<file path="src/sv/lsrd_pkg.sv">
// ----------------------------------------------------------------------------
// lsrd_pkg: shared types and constants of the LED shift-register driver.
// Command codes, transaction structs and the back-end sequencer states.
// ----------------------------------------------------------------------------
package lsrd_pkg;

	localparam int LED_COUNT_DEFAULT   = 8;
	localparam int QUEUE_DEPTH_DEFAULT = 4;

	typedef enum logic [1:0] {
		CMD_SET     = 2'd0,
		CMD_READ    = 2'd1,
		CMD_TOGGLE  = 2'd2,
		CMD_REFRESH = 2'd3
	} cmd_t;

	localparam logic KIND_PIN  = 1'b0;
	localparam logic KIND_READ = 1'b1;

	typedef struct packed {
		cmd_t       command;
		logic [3:0] led_index;
		logic       led_on;
	} cmd_item_t;

	typedef struct packed {
		logic kind;
		logic serial_level;
		logic shift_clock_level;
		logic latch_level;
		logic lit_answer;
		logic last;
	} res_item_t;

	typedef enum logic [2:0] {
		BK_IDLE,
		BK_BIT_LO,
		BK_BIT_SER,
		BK_BIT_HI,
		BK_CLK_LO,
		BK_LATCH_HI,
		BK_LATCH_LO
	} bk_state_t;

endpackage

</file>
<file path="src/sv/lsrd_queue.sv">
// ----------------------------------------------------------------------------
// lsrd_queue: short job queue between the front end and the back end.
// A small circular buffer with push, pop and full/empty flags.
// ----------------------------------------------------------------------------
module lsrd_queue #(
	parameter int WIDTH = 10,
	parameter int DEPTH = 4
) (
	input  logic             clk,
	input  logic             arst_n,
	input  logic             push,
	input  logic [WIDTH-1:0] push_data,
	output logic             full,
	input  logic             pop,
	output logic             avail,
	output logic [WIDTH-1:0] pop_data
);
	localparam int PTR_W = (DEPTH > 1) ? $clog2(DEPTH) : 1;
	localparam int CNT_W = $clog2(DEPTH + 1);

	logic [WIDTH-1:0] entry_q [DEPTH];
	logic [PTR_W-1:0] wr_ptr_q;
	logic [PTR_W-1:0] rd_ptr_q;
	logic [CNT_W-1:0] count_q;
	logic             do_push;
	logic             do_pop;

	assign full     = (count_q == CNT_W'(DEPTH));
	assign avail    = (count_q != '0);
	assign pop_data = entry_q[rd_ptr_q];
	assign do_push  = push && !full;
	assign do_pop   = pop && avail;

	always_ff @(posedge clk) begin
		if (do_push) begin
			entry_q[wr_ptr_q] <= push_data;
		end
	end

	always_ff @(posedge clk or negedge arst_n) begin
		if (!arst_n) begin
			wr_ptr_q <= '0;
			rd_ptr_q <= '0;
			count_q  <= '0;
		end else begin
			if (do_push) begin
				wr_ptr_q <= (wr_ptr_q == PTR_W'(DEPTH - 1)) ? '0 : wr_ptr_q + 1'b1;
			end
			if (do_pop) begin
				rd_ptr_q <= (rd_ptr_q == PTR_W'(DEPTH - 1)) ? '0 : rd_ptr_q + 1'b1;
			end
			if (do_push && !do_pop) begin
				count_q <= count_q + 1'b1;
			end else if (do_pop && !do_push) begin
				count_q <= count_q - 1'b1;
			end
		end
	end

endmodule

</file>
<file path="src/sv/lsrd_front.sv">
// ----------------------------------------------------------------------------
// lsrd_front: command front end.
// Holds the wanted and shown patterns, applies set and toggle at once and
// queues read answers and refresh jobs for the back end.
// ----------------------------------------------------------------------------
module lsrd_front #(
	parameter int LED_COUNT = lsrd_pkg::LED_COUNT_DEFAULT
) (
	input  logic                   clk,
	input  logic                   arst_n,
	input  logic                   cmd_valid,
	output logic                   cmd_stall,
	input  lsrd_pkg::cmd_item_t    cmd_data,
	output logic                   job_push,
	output logic [LED_COUNT+1:0]   job_data,
	input  logic                   job_full
);
	import lsrd_pkg::*;

	logic [LED_COUNT-1:0] wanted_q;
	logic [LED_COUNT-1:0] shown_q;
	logic [LED_COUNT-1:0] mask;
	logic                 idx_ok;
	logic                 accept;
	logic                 lit;

	assign cmd_stall = job_full;
	assign accept    = cmd_valid && !job_full;
	assign idx_ok    = ({2'b00, cmd_data.led_index} < 6'(LED_COUNT));
	assign mask      = idx_ok ? (LED_COUNT'(1) << cmd_data.led_index) : '0;
	// Patterns are active low: a clear bit means the LED is lit.
	assign lit       = idx_ok && ((wanted_q & mask) == '0);

	always_comb begin
		job_push = 1'b0;
		job_data = {1'b0, 1'b0, wanted_q};
		if (accept) begin
			unique case (cmd_data.command)
				CMD_READ: begin
					job_push = 1'b1;
					job_data = {1'b1, lit, wanted_q};
				end
				CMD_REFRESH: begin
					job_push = (wanted_q != shown_q);
				end
				default: begin
					job_push = 1'b0;
				end
			endcase
		end
	end

	always_ff @(posedge clk or negedge arst_n) begin
		if (!arst_n) begin
			wanted_q <= '1;
			shown_q  <= '0;
		end else if (accept) begin
			unique case (cmd_data.command)
				CMD_SET: begin
					wanted_q <= cmd_data.led_on ? (wanted_q & ~mask) : (wanted_q | mask);
				end
				CMD_TOGGLE: begin
					wanted_q <= wanted_q ^ mask;
				end
				CMD_REFRESH: begin
					shown_q <= wanted_q;
				end
				default: begin
					wanted_q <= wanted_q;
				end
			endcase
		end
	end

endmodule

</file>
<file path="src/sv/lsrd_back.sv">
// ----------------------------------------------------------------------------
// lsrd_back: result back end.
// Pops jobs from the queue and plays out read answers and the pin steps of
// a serial shift-register load into a registered result stage.
// ----------------------------------------------------------------------------
module lsrd_back #(
	parameter int LED_COUNT = lsrd_pkg::LED_COUNT_DEFAULT
) (
	input  logic                   clk,
	input  logic                   arst_n,
	input  logic                   job_avail,
	input  logic [LED_COUNT+1:0]   job_data,
	output logic                   job_pop,
	output logic                   res_valid,
	input  logic                   res_stall,
	output lsrd_pkg::res_item_t    res_data
);
	import lsrd_pkg::*;

	localparam int CNT_W = $clog2(LED_COUNT + 1);

	bk_state_t            state_q;
	bk_state_t            state_d;
	logic [LED_COUNT-1:0] pattern_q;
	logic [LED_COUNT-1:0] pattern_d;
	logic [CNT_W-1:0]     bits_q;
	logic [CNT_W-1:0]     bits_d;
	logic                 serial_q;
	logic                 serial_d;
	logic                 out_valid_q;
	res_item_t            out_q;
	res_item_t            out_d;
	logic                 emit;
	logic                 slot_free;

	assign slot_free = !out_valid_q || !res_stall;
	assign res_valid = out_valid_q;
	assign res_data  = out_q;

	always_comb begin
		state_d   = state_q;
		pattern_d = pattern_q;
		bits_d    = bits_q;
		serial_d  = serial_q;
		job_pop   = 1'b0;
		emit      = 1'b0;
		out_d     = '{kind: KIND_PIN, serial_level: serial_q, shift_clock_level: 1'b0,
			latch_level: 1'b0, lit_answer: 1'b0, last: 1'b0};
		if (slot_free) begin
			unique case (state_q)
				BK_IDLE: begin
					if (job_avail) begin
						job_pop = 1'b1;
						emit    = 1'b1;
						if (job_data[LED_COUNT+1]) begin
							out_d.kind         = KIND_READ;
							out_d.serial_level = 1'b0;
							out_d.lit_answer   = job_data[LED_COUNT];
							out_d.last         = 1'b1;
						end else begin
							pattern_d = job_data[LED_COUNT-1:0];
							bits_d    = CNT_W'(LED_COUNT);
							state_d   = BK_BIT_LO;
						end
					end
				end
				BK_BIT_LO: begin
					emit    = 1'b1;
					state_d = BK_BIT_SER;
				end
				BK_BIT_SER: begin
					emit               = 1'b1;
					serial_d           = pattern_q[LED_COUNT-1];
					out_d.serial_level = pattern_q[LED_COUNT-1];
					state_d            = BK_BIT_HI;
				end
				BK_BIT_HI: begin
					emit                    = 1'b1;
					out_d.shift_clock_level = 1'b1;
					pattern_d               = pattern_q << 1;
					bits_d                  = bits_q - 1'b1;
					state_d = (bits_q == CNT_W'(1)) ? BK_CLK_LO : BK_BIT_LO;
				end
				BK_CLK_LO: begin
					emit    = 1'b1;
					state_d = BK_LATCH_HI;
				end
				BK_LATCH_HI: begin
					emit              = 1'b1;
					out_d.latch_level = 1'b1;
					state_d           = BK_LATCH_LO;
				end
				BK_LATCH_LO: begin
					emit       = 1'b1;
					out_d.last = 1'b1;
					state_d    = BK_IDLE;
				end
				default: begin
					state_d = BK_IDLE;
				end
			endcase
		end
	end

	always_ff @(posedge clk or negedge arst_n) begin
		if (!arst_n) begin
			state_q     <= BK_IDLE;
			bits_q      <= '0;
			serial_q    <= 1'b0;
			out_valid_q <= 1'b0;
		end else begin
			state_q  <= state_d;
			bits_q   <= bits_d;
			serial_q <= serial_d;
			if (slot_free) begin
				out_valid_q <= emit;
			end
		end
	end

	always_ff @(posedge clk) begin
		pattern_q <= pattern_d;
		if (slot_free && emit) begin
			out_q <= out_d;
		end
	end

endmodule

</file>
<file path="src/sv/led_shift_register_driver.sv">
// ----------------------------------------------------------------------------
// led_shift_register_driver: command-driven driver for a serial-in shift
// register (595 style) feeding active-low LEDs.
//
// The block keeps the wanted LED pattern and the pattern last loaded into the
// shift register. Set and toggle change the wanted pattern and produce no
// result; an index of LED_COUNT or more is ignored. A read returns one result
// transaction with kind set and lit_answer high when the LED is lit (an
// out-of-range index reads as dark). A refresh produces nothing when the
// patterns already match; otherwise it produces 3*LED_COUNT+4 pin-level
// transactions (28 for eight LEDs): one idle step, then for every bit, MSB
// first, clock low, serial data, clock high, and finally clock low, latch
// high and latch low, the last one flagged with last. The front end takes a
// command transaction every cycle as long as its four-entry job queue has
// room, so set and toggle wait behind a refresh in flight only when that
// queue is full. The back end emits one result per cycle, while res_stall is
// low, into a registered output stage; a refresh thus occupies the result
// channel for all its pin-level transactions and a read for its single one,
// and that output sequencer sets the sustained rate. Commands stall only
// when the queue is full. The serial pin level held between refreshes is
// zero after reset.
// ----------------------------------------------------------------------------
module led_shift_register_driver #(
	parameter int LED_COUNT   = lsrd_pkg::LED_COUNT_DEFAULT,
	parameter int QUEUE_DEPTH = lsrd_pkg::QUEUE_DEPTH_DEFAULT
) (
	input  logic                clk,
	input  logic                arst_n,
	input  logic                cmd_valid,
	output logic                cmd_stall,
	input  lsrd_pkg::cmd_item_t cmd_data,
	output logic                res_valid,
	input  logic                res_stall,
	output lsrd_pkg::res_item_t res_data
);
	import lsrd_pkg::*;

	// Job word: read flag, read answer, pattern snapshot for a refresh.
	localparam int JOB_W = LED_COUNT + 2;

	logic             push;
	logic [JOB_W-1:0] push_data;
	logic             full;
	logic             pop;
	logic             avail;
	logic [JOB_W-1:0] pop_data;

	// The front end classifies each command transaction and updates the
	// wanted pattern right away, so later commands see its effect at once.
	lsrd_front #(
		.LED_COUNT(LED_COUNT)
	) u_front (
		.clk      (clk),
		.arst_n   (arst_n),
		.cmd_valid(cmd_valid),
		.cmd_stall(cmd_stall),
		.cmd_data (cmd_data),
		.job_push (push),
		.job_data (push_data),
		.job_full (full)
	);

	// Reads and refreshes wait here in order, decoupling the two sides.
	lsrd_queue #(
		.WIDTH(JOB_W),
		.DEPTH(QUEUE_DEPTH)
	) u_queue (
		.clk      (clk),
		.arst_n   (arst_n),
		.push     (push),
		.push_data(push_data),
		.full     (full),
		.pop      (pop),
		.avail    (avail),
		.pop_data (pop_data)
	);

	// The back end turns each job into result transactions, one per cycle while res_stall is low.
	lsrd_back #(
		.LED_COUNT(LED_COUNT)
	) u_back (
		.clk      (clk),
		.arst_n   (arst_n),
		.job_avail(avail),
		.job_data (pop_data),
		.job_pop  (pop),
		.res_valid(res_valid),
		.res_stall(res_stall),
		.res_data (res_data)
	);

endmodule

</file>
<file path="config.mk">
export PLATFORM = sky130hd
export DESIGN_NAME = led_shift_register_driver
export DESIGN_NICKNAME = d
export VERILOG_FILES = /design/src/sv/lsrd_pkg.sv /design/src/sv/lsrd_queue.sv /design/src/sv/lsrd_front.sv /design/src/sv/lsrd_back.sv /design/src/sv/led_shift_register_driver.sv
export SDC_FILE = /design/constraint.sdc
export NUM_CORES = 1
export LEC_CHECK = 0
export BUFFER_PORTS_ARGS = -buffer_cell sky130_fd_sc_hd__buf_2
export CAP_MARGIN = 25
export CORE_ASPECT_RATIO = 0.5
export CORE_UTILIZATION = 54
export DETAILED_ROUTE_END_ITERATION = 10
export PLACE_DENSITY = 0.71
export SLEW_MARGIN = 20
export SYNTH_ARGS = -nofsm -noshare
export SYNTH_HDL_FRONTEND = slang
export SYNTH_SLANG_ARGS = --single-unit
</file>
<file path="constraint.sdc">
create_clock -name clk -period 5.5 [get_ports clk]
set_input_delay 0.55 -clock clk [delete_from_list [all_inputs] [get_ports clk]]
set_output_delay 0.55 -clock clk [all_outputs]
set_load 0.03 [all_outputs]
</file>
# After elaboration in Yosys (flattened, before gate mapping)
# Memory sizes are Yosys's and may differ from the RTL's.
# Index checks and enable logic that the tools add are counted.
# Widths: inputs -> output; s select.
# totals
register_bits	46
ram_bits	40
inputBits	11
output_inout_bits	8
word_cells	111
n_memories	1
# mem_list
memory	depth	width	rd	rd_clocked_by_memory_dff	write_ports	line_no	rtl
u_queue.entry_q	4	10	1	0	1	lsrd_queue.sv:21	logic [WIDTH-1:0] entry_q [DEPTH];
# op_classes
n_addsub	5
magnitude_cmp	1
n_eq_ne	16
shift	1
mux	38
n_bitwise	5
n_reduce_logical	28
# op_table
op	count
$mux 8	4
$pmux 8 s2	2
$mux 10	2
$pmux 3 s6	1
$and 8x8->8	2
$mux 3	5
$eq 3x3->1 const B	4
$mux 2	6
$mux 1	10
$eq 2x2->1 const B	4
$logic_not 8->1	1
$mux 4	2
$ne 8x8->1	1
$not 8->8	1
$or 8x8->8	1
$pmux 1 s2	4
$pmux 4 s2	1
$reduce_and 4->1	2
$shl 1x4->8 const A	1
$xor 8x8->8	1
$logic_and 1x1->1	7
$eq 3x2->1 const B	2
$reduce_and 2->1	3
$reduce_and 3->1	2
other kinds (17)	25

# Logic depth before layout (Yosys ltp)
# depth
ltp_word	9
ltp_mapped	11
depth_no_buf	10

# Cells and area by module
# Synthesis repeated with hierarchy kept, for this count alone.
# unflattened
hier_cells	305
hier_area_um2	4224.1
# by_module_without_submodules
module	n_inst	cells_each	area_each_um2	seq_area_each_um2
lsrd_queue	1	89	1898.1	1376.3
lsrd_front	1	109	1216.2	410.4
lsrd_back	1	107	1109.8	645.6

# Least setup slack after synthesis
# No wires, ideal clock.
# synth_path
kind	input port to flip-flop
start	input port res_stall
end	register u_queue.count_q[1]
setup_time_ps	125
arrival_time_ps	2104
t_required_ps	5375
setup_slack_ps	3271
stages	8
path_buffers	1
path_cell_list	nand2_1 -> nand2_1 -> or3_1 -> buf_6 -> ha_1 -> inv_1 -> fa_1 -> mux2_2
# synth_between
elab_chain_len	7
word_cells_on_any_way	9
classes_between	2 x mux; 7 x reduce/logical
# synth_lines
element	line_no	rtl
from (decl)	led_shift_register_driver.sv:33	input logic res_stall,
$logic_not 1->1 *	lsrd_back.sv:36	assign slot_free = !out_valid_q || !res_stall;
$logic_or 1x1->1 *	lsrd_back.sv:36	
$mux 1 *	lsrd_back.sv:49	if (slot_free) begin
$logic_and 1x1->1 *	lsrd_queue.sv:32	assign do_pop = pop && avail;
$logic_not 1->1	lsrd_queue.sv:52	if (do_push && !do_pop) begin
$logic_and 1x1->1	lsrd_queue.sv:52	
$mux 3 or $reduce_bool 2->1 (tied branches)	--	
to (signal assigned)	lsrd_queue.sv:53	count_q <= count_q + 1'b1;
to (signal assigned)	lsrd_queue.sv:55	count_q <= count_q - 1'b1;
to (decl)	lsrd_queue.sv:24	logic [CNT_W-1:0] count_q;
# Every way passes the cells marked *; elsewhere a longest branch is shown, timed or not.
# A chain may end at the register's enable or synchronous reset.

==> flow_metrics.env <==
export IMPL_yosys_area_top_type="edfxtp_1"
export IMPL_via_count=2220
export IMPL_gp_congestion=0.849
export IMPL_multi_input_area_um2=1460
export IMPL_timing_fmax_ghz=0.404
export IMPL_htree_levels=3
export IMPL_dr_pass1_iters=4
export IMPL_cts_clk_slew_worst_paths_ns=0.06
export IMPL_cts_tree="done"
export IMPL_antenna_found_initial=0
export IMPL_numPortBuffers=18
export IMPL_critPathMaxFanout=8
export IMPL_finalClockSkew_ns=0.00921
export IMPL_drc=0
export IMPL_synth_area_um2=3980
export IMPL_root_buffer="clkbuf_16"
export IMPL_area_growth_pct=11.2
export IMPL_ys_ff_latch=86
export IMPL_antenna_left=0
export IMPL_maxSlewHeadroom=0.443
export IMPL_yosysUniqueCellTypes=45
export IMPL_first_iter_violations=103
export IMPL_row_count=21
export IMPL_finalSetupViolations=0
export IMPL_final_cell_mix="54 x edfxtp_1, 25 x mux2_2, 24 x dfrtp_1"
export IMPL_ir_drop_v=0.000193
export IMPL_n_fill_cell=496
export IMPL_final_common_cell="edfxtp_1"
export IMPL_post_cts_resized=0
export IMPL_io_pins=19
export IMPL_slowest_stage="dfstp_2"
export IMPL_cp_start_kind="register"
export IMPL_maxCapViolCount=0
export IMPL_grt_use_total=0.201
export IMPL_worstPathCellList="xnor2_1, nand4_1, nor4_1, nor2_1, ha_1, inv_1, fa_1, xor2_1, nor2_1, xor2_1"
export IMPL_crit_required_ns=5.76
export IMPL_chipHeight_um=62.7
export IMPL_antenna_cells_inserted=0
export IMPL_grt_pass1_wl_mm=11.2
export IMPL_clock_sinks=86
export IMPL_fin_crit_sh=0.450
export IMPL_worst_pin_slew_ns=0.833
export IMPL_fin_util=0.641
export IMPL_core_area_um2=6910
export IMPL_synth_warnings=0
export IMPL_critPathKind="register to register"
export IMPL_cp_arrival_ns=2.74
export IMPL_hold_path_class="input port to async pin"
export IMPL_cts_setup_buffers=0
export IMPL_leakagePower_nw=1.78
export IMPL_path_buf_inv=1
export IMPL_synth_enable_flop_cells=54
export IMPL_tns_ns=0
export IMPL_viasPerCell=5.69
export IMPL_min_period_ns=2.48
export IMPL_synthCells=274
export IMPL_ff_latch_area_um2=2430
export IMPL_drive_gt1_frac=0.275
export IMPL_slew_viol_final=0
export IMPL_final_nets=321
export IMPL_gr_total_overflow=0
export IMPL_avgSynthCellArea_um2=14.5
export IMPL_status="finished, final reports clean"
export IMPL_ys_flop_type="edfxtp_1"
export IMPL_synth_async_reset_ratio=0.372
export IMPL_postCtsHoldBufs=0
export IMPL_start_util=0.576
export IMPL_cts_buffers=9
export IMPL_synthTopCellsByArea="edfxtp_1 41%, dfrtp_1 15%, mux2_2 7.1%, mux4_2 5.7%, dfstp_2 5.3%"
export IMPL_grt_pass1_vias=2330
export IMPL_dieArea_um2=7740
export IMPL_yosysTopAreaCellShare=0.407
export IMPL_p_per_area_nw_per_um2=486
export IMPL_critPathMaxStageDelay_ns=0.62
export IMPL_grt_max_degree=33
export IMPL_cpLargestDelayFamily="simple AND/OR/NAND/NOR gates"
export IMPL_routed_wl_mm=6.69
export IMPL_dp_hpwl_mm=4.70
export IMPL_clk_latency_ns=0.34
export IMPL_end_kind="register"
export IMPL_finalHoldViolations=0
export IMPL_yosysSeqAreaShare=0.611
export IMPL_rsz0062_at_grt="false"
export IMPL_clockBufferDepth=2
export IMPL_synth_nets=302
export IMPL_wire_per_inst_um=17.2
export IMPL_die_w_um=123
export IMPL_holdWs_ns=0.263
-- report_power, final --
group / internal [mW] / total, mW / leakage (nW) / switching [mW]
Combinational: 0.271 / 0.547 / 0.738 / 0.276
Sequential: 0.862 / 1.01 / 0.894 / 0.147
Clock: 0.353 / 0.596 / 0.146 / 0.243
Total: 1.49 / 2.15 / 1.78 / 0.666
-- cells in the mapped netlist, types with 2 or more instances --
| cell type | instances |
|---|---|
| xnor2_1 | 7 |
| clkbuf_1 | 4 |
| nor2b_1 | 3 |
| a21o_1 | 2 |
| ha_1 | 16 |
| mux2_2 | 25 |
| or3_1 | 3 |
| and2_1 | 6 |
| buf_2 | 4 |
| a22o_1 | 9 |
| mux4_2 | 10 |
| o21ai_0 | 10 |
| buf_6 | 2 |
| nand4_1 | 2 |
| nor4_1 | 3 |
| nand2b_1 | 3 |
| a21oi_1 | 3 |
| dfstp_2 | 8 |
| inv_1 | 7 |
| nand2_1 | 17 |
| mux2i_1 | 2 |
| nor3_1 | 10 |
| nand3_1 | 4 |
| dfrtp_1 | 24 |
| nor2_1 | 13 |
| xor2_1 | 4 |
| edfxtp_1 | 54 |
| mux2_1 | 2 |
-- kinds of logic after synthesis --
kind of cell	Yosys count	share of synthesized area
DFF	86	0.611
and+or+nand+nor	71	0.0943
muxes	39	0.138
AOI/OAI and AO/OA	32	0.0550
buffers and inverters	18	0.0220
adders and majority gates	17	0.0553
xor gates and xnor gates	11	0.0242
-- worst reg2reg max path, stage by stage, from the launching register on --
cell	delay, ns
dfstp_2	0.62
xnor2_1	0.11
nand4_1	0.10
nor4_1	0.05
nor2_1	0.40
ha_1	0.28
inv_1	0.06
fa_1	0.37
xor2_1	0.15
nor2_1	0.11
xor2_1	0.15
-- registers in the layout (all words and copies together) (netlist names), named ones only --
register / count
u_queue.entry_q: 40
u_back.pattern_q: 8
u_front.shown_q: 8
u_back.res_data: 6
u_back.bits_q: 4
u_back.state_q: 3
u_queue.count_q: 3
u_queue.rd_ptr_q: 2
u_queue.wr_ptr_q: 2
u_back.res_valid: 1
u_back.serial_q: 1
-- routing by layer --
layer  vias up  global-route usage  routed length, um
met4         0              0.0557                 46
met2        37               0.334               3220
li1       1071                   -                  -
met5         -                   0                  0
met3         5              0.0794                299
met1      1107               0.243               3130
-- per-stage QoR --
stage	cell area, um2	worst slack [ns]	total power [mW]	cells
after floorplan	3980	3.27	1.44	274
after global placement	4130	3.05	1.55	374
after detailed placement	4130	3.01	1.57	374
after CTS	4430	3.03	2.18	390
after global routing	4430	2.87	2.28	390
final	4430	3.02	2.15	390
-- final timing paths --
check	to	slack [ns]	cells after the start
hold / removal	u_back.bits_q[3]	0.26	1
hold reg to reg	u_back.serial_q	0.49	2
setup / recovery	u_queue.count_q[2]	3.02	10
max in group asynchronous	u_front.shown_q[1]	4.76	1
setup reg to reg	u_queue.count_q[2]	3.02	10
min in group clk	u_back.serial_q	0.49	2
-- layout make-up --
cell class	count	area share
clock buffer	9	0.0509
timing repair buffer	18	0.0204
multi-input combinational	170	0.330
clock inverter	7	0.0167
tap	92	0.0260
inverter	8	0.00678
sequential	86	0.549
No activity file was read; power rests on OpenSTA's default activity.
